### config.mk
export PLATFORM = sky130hd
export DESIGN_NAME = cgbg_ctrl
export DESIGN_NICKNAME = d
export VERILOG_FILES = /design/src/cgbg_pkg.sv /design/src/cgbg_ctrl.sv
export SDC_FILE = /design/constraint.sdc
export NUM_CORES = 1
export LEC_CHECK = 0
export CAP_MARGIN = 0
export CORE_AREA = 2 2 39 41
export CTS_BUF_LIST = sky130_fd_sc_hd__clkbuf_2 sky130_fd_sc_hd__clkbuf_4 sky130_fd_sc_hd__clkbuf_8
export CTS_CLUSTER_SIZE = 16
export DETAILED_ROUTE_END_ITERATION = 12
export DIE_AREA = 0 0 41 43
export DONT_BUFFER_PORTS = 1
export PLACE_DENSITY = 0.6
export SYNTH_ARGS = -nofsm -noshare
export SYNTH_HDL_FRONTEND = slang
export SYNTH_SLANG_ARGS = --single-unit
### constraint.sdc
create_clock -name i_clk -period 2.7 [get_ports i_clk]
set_input_delay 0.27 -clock i_clk [delete_from_list [all_inputs] [get_ports i_clk]]
set_output_delay 0.27 -clock i_clk [all_outputs]
set_load 0.05 [all_outputs]
### src/cgbg_pkg.sv
// Shared types, codes and constants of the cost grid bilinear/gradient block.
// No dependencies; used by the controller, the datapath and the top level.
package cgbg_pkg;

    // Default sizes handed to the top level's parameters
    localparam int MAX_WIDTH_DEF  = 256;
    localparam int MAX_HEIGHT_DEF = 256;
    localparam int FRAC_BITS_DEF  = 8;

    // Fixed field widths
    localparam int OP_W    = 2;
    localparam int IDX_W   = 16;
    localparam int VAL_W   = 8;
    localparam int COORD_W = 18;
    localparam int DIM_W   = 9;
    localparam int COST_W  = 24;
    localparam int GRAD_W  = 11;
    localparam int CADDR_W = 2 * DIM_W;

    // Item opcodes
    localparam logic [OP_W-1:0] OP_LOAD  = 2'd0;
    localparam logic [OP_W-1:0] OP_MERGE = 2'd1;
    localparam logic [OP_W-1:0] OP_QUERY = 2'd2;

    // Configuration register indexes
    localparam logic CFG_GRID_WIDTH  = 1'b0;
    localparam logic CFG_GRID_HEIGHT = 1'b1;
    localparam logic [DIM_W-1:0] GRID_DIM_RST = 9'd256;

    // Cost reported for a coordinate off the map, and cell read off the grid
    localparam logic [COST_W-1:0] OFF_COST = 24'hFF0000;
    localparam logic [VAL_W-1:0]  OFF_CELL = 8'hFF;

    // Query sequence: four interpolation reads, then eight gradient reads
    localparam int STEP_W     = 4;
    localparam logic [STEP_W-1:0] LAST_STEP  = 4'd11;
    localparam logic [STEP_W-1:0] DRAIN_LAST = 4'd1;

    localparam logic [1:0] KIND_INTERP = 2'd0;
    localparam logic [1:0] KIND_GX     = 2'd1;
    localparam logic [1:0] KIND_GY     = 2'd2;

    typedef struct packed {
        logic              trunc_base; // use truncated cell, else floor cell
        logic signed [2:0] dx;
        logic signed [2:0] dy;
        logic [1:0]        kind;
        logic              fx_sel;     // weight takes fx, else 1-fx
        logic              fy_sel;
        logic              neg;        // gradient term subtracts
        logic              dbl;        // gradient term counts twice
    } t_step;

    typedef struct packed {
        logic              latch;
        logic              issue;
        logic [STEP_W-1:0] step;
        logic              item_port;
        logic              mem_check;
        logic              load_wr;
        logic              merge_wr;
        logic              emit;
    } t_ctl_cmd;

    function automatic t_step step_info(input logic [STEP_W-1:0] s);
        t_step r;
        r = '0;
        unique case (s)
            4'd0: begin r.kind = KIND_INTERP; end
            4'd1: begin r.kind = KIND_INTERP; r.dx = 3'sd1; r.fx_sel = 1'b1; end
            4'd2: begin r.kind = KIND_INTERP; r.dy = 3'sd1; r.fy_sel = 1'b1; end
            4'd3: begin
                r.kind = KIND_INTERP; r.dx = 3'sd1; r.dy = 3'sd1;
                r.fx_sel = 1'b1; r.fy_sel = 1'b1;
            end
            4'd4:  begin r.trunc_base = 1'b1; r.kind = KIND_GX; r.dx = 3'sd1;  r.dbl = 1'b1; end
            4'd5:  begin
                r.trunc_base = 1'b1; r.kind = KIND_GX; r.dx = -3'sd1;
                r.dbl = 1'b1; r.neg = 1'b1;
            end
            4'd6:  begin r.trunc_base = 1'b1; r.kind = KIND_GX; r.dx = 3'sd2; end
            4'd7:  begin r.trunc_base = 1'b1; r.kind = KIND_GX; r.dx = -3'sd2; r.neg = 1'b1; end
            4'd8:  begin r.trunc_base = 1'b1; r.kind = KIND_GY; r.dy = 3'sd1;  r.dbl = 1'b1; end
            4'd9:  begin
                r.trunc_base = 1'b1; r.kind = KIND_GY; r.dy = -3'sd1;
                r.dbl = 1'b1; r.neg = 1'b1;
            end
            4'd10: begin r.trunc_base = 1'b1; r.kind = KIND_GY; r.dy = 3'sd2; end
            4'd11: begin r.trunc_base = 1'b1; r.kind = KIND_GY; r.dy = -3'sd2; r.neg = 1'b1; end
            default: r = '0;
        endcase
        return r;
    endfunction

endpackage

### src/cgbg_ctrl.sv
// Sequencer of the cost grid block: walks loads, merges and query reads.
// Depends on cgbg_pkg for opcodes, step counts and the command struct.
module cgbg_ctrl (
    input  logic                        i_clk,
    input  logic                        i_rst_n,
    input  logic                        i_start,
    input  logic [cgbg_pkg::OP_W-1:0]   i_op,
    output logic                        o_busy,
    output cgbg_pkg::t_ctl_cmd          o_cmd
);
    localparam logic [2:0] S_IDLE     = 3'd0;
    localparam logic [2:0] S_MEM      = 3'd1;
    localparam logic [2:0] S_MERGE_WR = 3'd2;
    localparam logic [2:0] S_QRUN     = 3'd3;
    localparam logic [2:0] S_QDRAIN   = 3'd4;
    localparam logic [2:0] S_QDONE    = 3'd5;

    logic [2:0]                      r_state, n_state;
    logic [cgbg_pkg::STEP_W-1:0]     r_cnt, n_cnt;
    logic [cgbg_pkg::OP_W-1:0]       r_op, n_op;

    always_comb begin
        n_state = r_state;
        n_cnt   = r_cnt;
        n_op    = r_op;
        o_cmd   = '0;
        o_cmd.step = r_cnt;
        unique case (r_state)
            S_IDLE: begin
                if (i_start) begin
                    o_cmd.latch = 1'b1;
                    n_op  = i_op;
                    n_cnt = '0;
                    if (i_op == cgbg_pkg::OP_LOAD || i_op == cgbg_pkg::OP_MERGE) begin
                        n_state = S_MEM;
                    end else if (i_op == cgbg_pkg::OP_QUERY) begin
                        n_state = S_QRUN;
                    end
                end
            end
            S_MEM: begin
                o_cmd.item_port = 1'b1;
                o_cmd.mem_check = 1'b1;
                if (r_op == cgbg_pkg::OP_MERGE) begin
                    n_state = S_MERGE_WR;
                end else begin
                    o_cmd.load_wr = 1'b1;
                    n_state = S_IDLE;
                end
            end
            S_MERGE_WR: begin
                o_cmd.item_port = 1'b1;
                o_cmd.merge_wr  = 1'b1;
                n_state = S_IDLE;
            end
            S_QRUN: begin
                o_cmd.issue = 1'b1;
                if (r_cnt == cgbg_pkg::LAST_STEP) begin
                    n_cnt   = '0;
                    n_state = S_QDRAIN;
                end else begin
                    n_cnt = r_cnt + 1'b1;
                end
            end
            S_QDRAIN: begin
                // let the last reads reach the accumulators
                if (r_cnt == cgbg_pkg::DRAIN_LAST) begin
                    n_state = S_QDONE;
                end else begin
                    n_cnt = r_cnt + 1'b1;
                end
            end
            S_QDONE: begin
                o_cmd.emit = 1'b1;
                n_state = S_IDLE;
            end
            default: n_state = S_IDLE;
        endcase
    end

    always_ff @(posedge i_clk) begin
        if (!i_rst_n) begin
            r_state <= S_IDLE;
            r_cnt   <= '0;
            r_op    <= cgbg_pkg::OP_LOAD;
        end else begin
            r_state <= n_state;
            r_cnt   <= n_cnt;
            r_op    <= n_op;
        end
    end

    assign o_busy = (r_state != S_IDLE);

endmodule

; After elaboration in Yosys (flattened, before gate mapping)
; Cells that the tools add are included.
[word_totals]
ff_bits = 9
in_bits = 5
output_inout_bits = 12
wordCells = 47
[classes]
add_sub_neg = 1
n_eq_ne = 15
mux = 19
reduce_logical = 9
[ops]
columns = operator, n
row1 = 3-bit 2-to-1 mux, 5
row2 = 4-bit 2-to-1 mux, 3
row3 = 3-bit one-hot mux with 4 select lines, 1
row4 = 4-bit one-hot mux with 3 select lines, 1
row5 = 2-bit != test (second input constant), 4
row6 = 1-bit 2-to-1 mux, 7
row7 = 3-bit by 2-bit == test with 1-bit output (second input constant), 2
row8 = 3-bit == test (second input constant), 2
row9 = 3-bit nonzero test, 2
row10 = 4-bit by 1-bit adder with 4-bit output (second input constant), 1
row11 = 2-bit by 1-bit == test with 1-bit output (second input constant), 2
row12 = 4-bit by 1-bit == test with 1-bit output (second input constant), 1
row13 = 4-bit == test (second input constant), 1
row14 = 2-bit 2-to-1 mux, 2
row15 = 4-bit AND reduction, 1
row16 = 3-bit by 1-bit == test with 1-bit output (second input constant), 1
row17 = 3-bit logical NOT, 1
row18 = 3-bit != test (second input constant), 1
row19 = 3-bit AND reduction, 1
row20 = 2-bit == test (second input constant), 1
row21 = 2-bit logical NOT, 1
row22 = 2-bit AND reduction, 1
row23 = 2-bit OR reduction, 1
row24 = 1-bit logical OR, 1

; Logic depth before layout (Yosys ltp)
[depth]
word_depth = 5
mapped_depth = 6
depth_no_buf = 6

; Least setup slack after synthesis
; No wires, ideal clock.
[synth_path]
path_type = reg2out
startpoint = register r_state[0]
endpoint = output port o_cmd[2] in the netlist's numbering
arrival_time_ns = 2.491
required_time_ns = 2.430
slack_ns = -0.061
stages_incl_launch_ff = 3
path_buffers = 0
cell_sequence = dfxtp_1 > nor3b_1 > nor2b_1
[synth_lines]
columns = item, line_no
row1 = start: declaration, cgbg_ctrl.sv:18  ; logic [2:0] r_state, n_state;
row2 = start signal: assignment, cgbg_ctrl.sv:87  ; r_state <= n_state;
row3 = end: declaration, cgbg_ctrl.sv:9  ; output cgbg_pkg::t_ctl_cmd o_cmd

; Worst setup path after layout
[layout_path]
startpoint = register r_cnt[1] in the netlist's numbering
endpoint = register r_cnt[2] in the netlist's numbering
[layout_between]
elab_chain_len = 3
elab_cells_between_ends = 8
cone_classes = add/sub: 1 / eq/ne: 3 / mux: 3 / reduce/logical: 1
[layout_rtl]
columns = item, line_no
row1 = start: declaration, cgbg_ctrl.sv:19  ; logic [cgbg_pkg::STEP_W-1:0] r_cnt, n_cnt;
row2 = start signal: assignment, cgbg_ctrl.sv:88  ; r_cnt <= n_cnt;
row3 = "4-bit by 1-bit adder with 4-bit output, or another cell as far along", "cgbg_ctrl.sv:62, cgbg_ctrl.sv:70"
row4 = "4-bit 2-to-1 mux, or another cell as far along", cgbg_ctrl.sv:67  ; if (r_cnt == cgbg_pkg::DRAIN_LAST) begin
row5 = 4-bit one-hot mux with 3 select lines or 3-bit AND reduction (tied branches), -
; Several ways; a longest one is shown, not always the timed one. The select of a mux whose other input is x is not followed.
; A chain may end at the register's enable or synchronous reset.

==> reports/metrics.yaml <==
fin_crit_ns: 2.067
fp.dieW_um: 41
initial_core_util: 0.3843
vias_per_cell: 5.286
cp_top_family: "simple AND/OR/NAND/NOR gates"
path_clk_slew_ns: 0.07
grt_overflow: 0
drv_slew: 0
routedWlPerCell_um: 13.27
rsz0062_at_grt: "false"
slowest_stage: "dfxtp_1"
cap_violations: 0
area_delta_synth_final_pct: 16.47
leakage_uw: 0.0002538
cts-root-buf: "clkbuf_4"
synth_common_cells: "dfxtp_1, a21oi_1, nor2_1"
portBuffers: 0
critPathBufInv: 1
finClkSkew_ns: 0.005517
syn_area_um2: 531.8
cts_setup_buffers: 0
min_period_over_period: 0.7655
cp-end-kind: "flop"
yosysSeqAreaShare: 0.3388
outcome: "finished, final reports clean"
cts_buffer_depth: 2
ant_nets: 0
fp.dieH_um: 43
ioPinCount: 17
timing.fmax_ghz: 0.4838
netlist_instances: 60
finalSetupViolCount: 0
synth_edf_count: 0
synth_top_area_frac: 0.3388
h-tree-depth: 1
place.gp.congestion: 0.7414
yosys.area.top_type: "dfxtp_1"
fin_area_um2: 619.3
crit_chain: "inv_1 > ha_1 > nor3b_1 > nor2b_1 > or4_4 > a211oi_2"
clk_latency_ns: 0.27
async_reset_ff_frac: 0
pwr_density_cell_mw_per_mm2: 619.6
cts_tree: "built"
cts_buffers: 3
dp_slack_ns: 0.6264
cp.arrival_ns: 2.26
postCtsResizedCells: 0
vias: 444
max_stage_delay_ns: 0.69
placed_area_um2: 591.8
cts_sinks: 9
ir_worst_vdd_uv: 313.7
crit_type: "flop to flop"
yosysMostFrequentCell: "dfxtp_1"
fill_cells: 146
dieArea_mm2: 0.001763
drive_above_1_share: 0.2941
slew_headroom: 0.4096
synth-seq-cells: 9
grt_max_degree: 9
firstDrtPassIters: 2
dpl.hpwl_um: 858.8
route.detailed.drc: 0
antenna_cells: 0
nets: 76
drt-initial-drc-count: 4
crit_path_start_kind: "flop"
track_usage: 0.1584
worstHoldPathType: "primary input to flop"
grt_pass1_wl_um: 1856
timing.final.ws_setup_ns: 0.6332
antenna_found_initial: 0
core_area_mm2: 0.001384
finalSetupTns_ns: 0
routed_wl_um: 1115
yosys_warnings: 0
ys_types: 26
critPathMaxFanout: 5
max_slew.worst_pin.slew_ns: 0.8824
netlist_top_cells_area: "dfxtp_1, a21oi_1, mux2i_1, ha_1, nor3b_1"
postCtsHoldBufs: 0
required_ns: 2.90
rows: 14
hold_viol: 0
ys.flop_type: "dfxtp_1"
synth_area_per_cell_um2: 8.863
synth_nets: 67
grt_pass1_vias: 441
==> worst paths after layout <==
kind                                             from               endpoint  slack, ns  depth (start not counted)
worst min-delay path                          i_op[0]   r_op[0]$_SDFFE_PN0P_       0.15                          2
worst min register to register   r_op[0]$_SDFFE_PN0P_   r_op[0]$_SDFFE_PN0P_       0.49                          2
worst max-delay path            r_cnt[1]$_SDFFE_PN0P_  r_cnt[2]$_SDFFE_PN0P_       0.63                          6
worst max register to register  r_cnt[1]$_SDFFE_PN0P_  r_cnt[2]$_SDFFE_PN0P_       0.63                          6
==> state kept, by name, summed over array words and instances (netlist names) <==
signal   cells
r_state      3
r_cnt        4
r_op         2
==> routing by layer <==
layer / GRT usage / vias up / share of wire
met5: 0 / - / 0
met4: 0.1200 / 0 / 0.034
met3: 0.03665 / 4 / 0.044
met2: 0.2063 / 8 / 0.43
met1: 0.2157 / 200 / 0.49
li1: - / 232 / -
==> through the flow <==
stage                 util  std cells  hold WS (ns)  power (uW)
global placement    0.4277         80        0.4304       275.5
finish              0.4476         84        0.1545       383.8
CTS                 0.4476         84        0.1567       384.1
floorplan                -         60        0.4168       253.9
global route        0.4476         84        0.1746       395.9
detailed placement  0.4277         80        0.4376       276.3
==> kinds of logic (layout without fill, tap and decap cells) <==
kind of cell               Yosys count  in the layout  share of synthesized area
AOI/OAI and AO/OA                   16             16                     0.2118
buffers and inverters                4             12                    0.02823
and+or+nand+nor                     26             26                     0.3177
DFF                                  9              9                     0.3388
muxes                                3              3                    0.05647
adders and majority gates            2              2                    0.04705
==> cell type report <==
class / count / area (um^2) / share of cell area
multi-input cells: 47 / 346.6 / 0.5596
flip-flops and latches: 9 / 180.2 / 0.2909
repair buffers: 4 / 30.03 / 0.04848
clock buffers: 3 / 22.52 / 0.03636
well taps: 16 / 20.02 / 0.03232
inverters: 4 / 15.01 / 0.02424
clock inverters: 1 / 5.005 / 0.008081
==> power breakdown <==
| group | switching (uW) | internal [uW] | leakage, uW |
|---|---|---|---|
| sequential | 16.2 | 140 | 0.0000733 |
| clock | 55.8 | 54.8 | 0.0000177 |
| combinational | 79.1 | 37.4 | 0.000163 |
| total | 151 | 233 | 0.000254 |
==> worst register-to-register path: cells and delay by family (launching register included) <==
family,cells,cell delay [ns]
flops,1,0.69
compound gates,1,0.17
fa+ha+maj,1,0.19
simple gates,3,0.85
buf+inv,1,0.10
==> cell usage in the layout (no fill, tap or decap), types with 2 or more instances in the layout <==
master / Yosys / final
a21oi_1: 7 / 7
buf_4: 0 / 4
clkbuf_4: 0 / 3
dfxtp_1: 9 / 9
ha_1: 2 / 2
inv_1: 4 / 4
mux2i_1: 3 / 3
nand2_1: 2 / 2
nor2_1: 5 / 5
nor2b_1: 3 / 3
nor3b_2: 0 / 2
o21ai_0: 4 / 4
or3_2: 3 / 3
(Power assumes the default switching activity.)
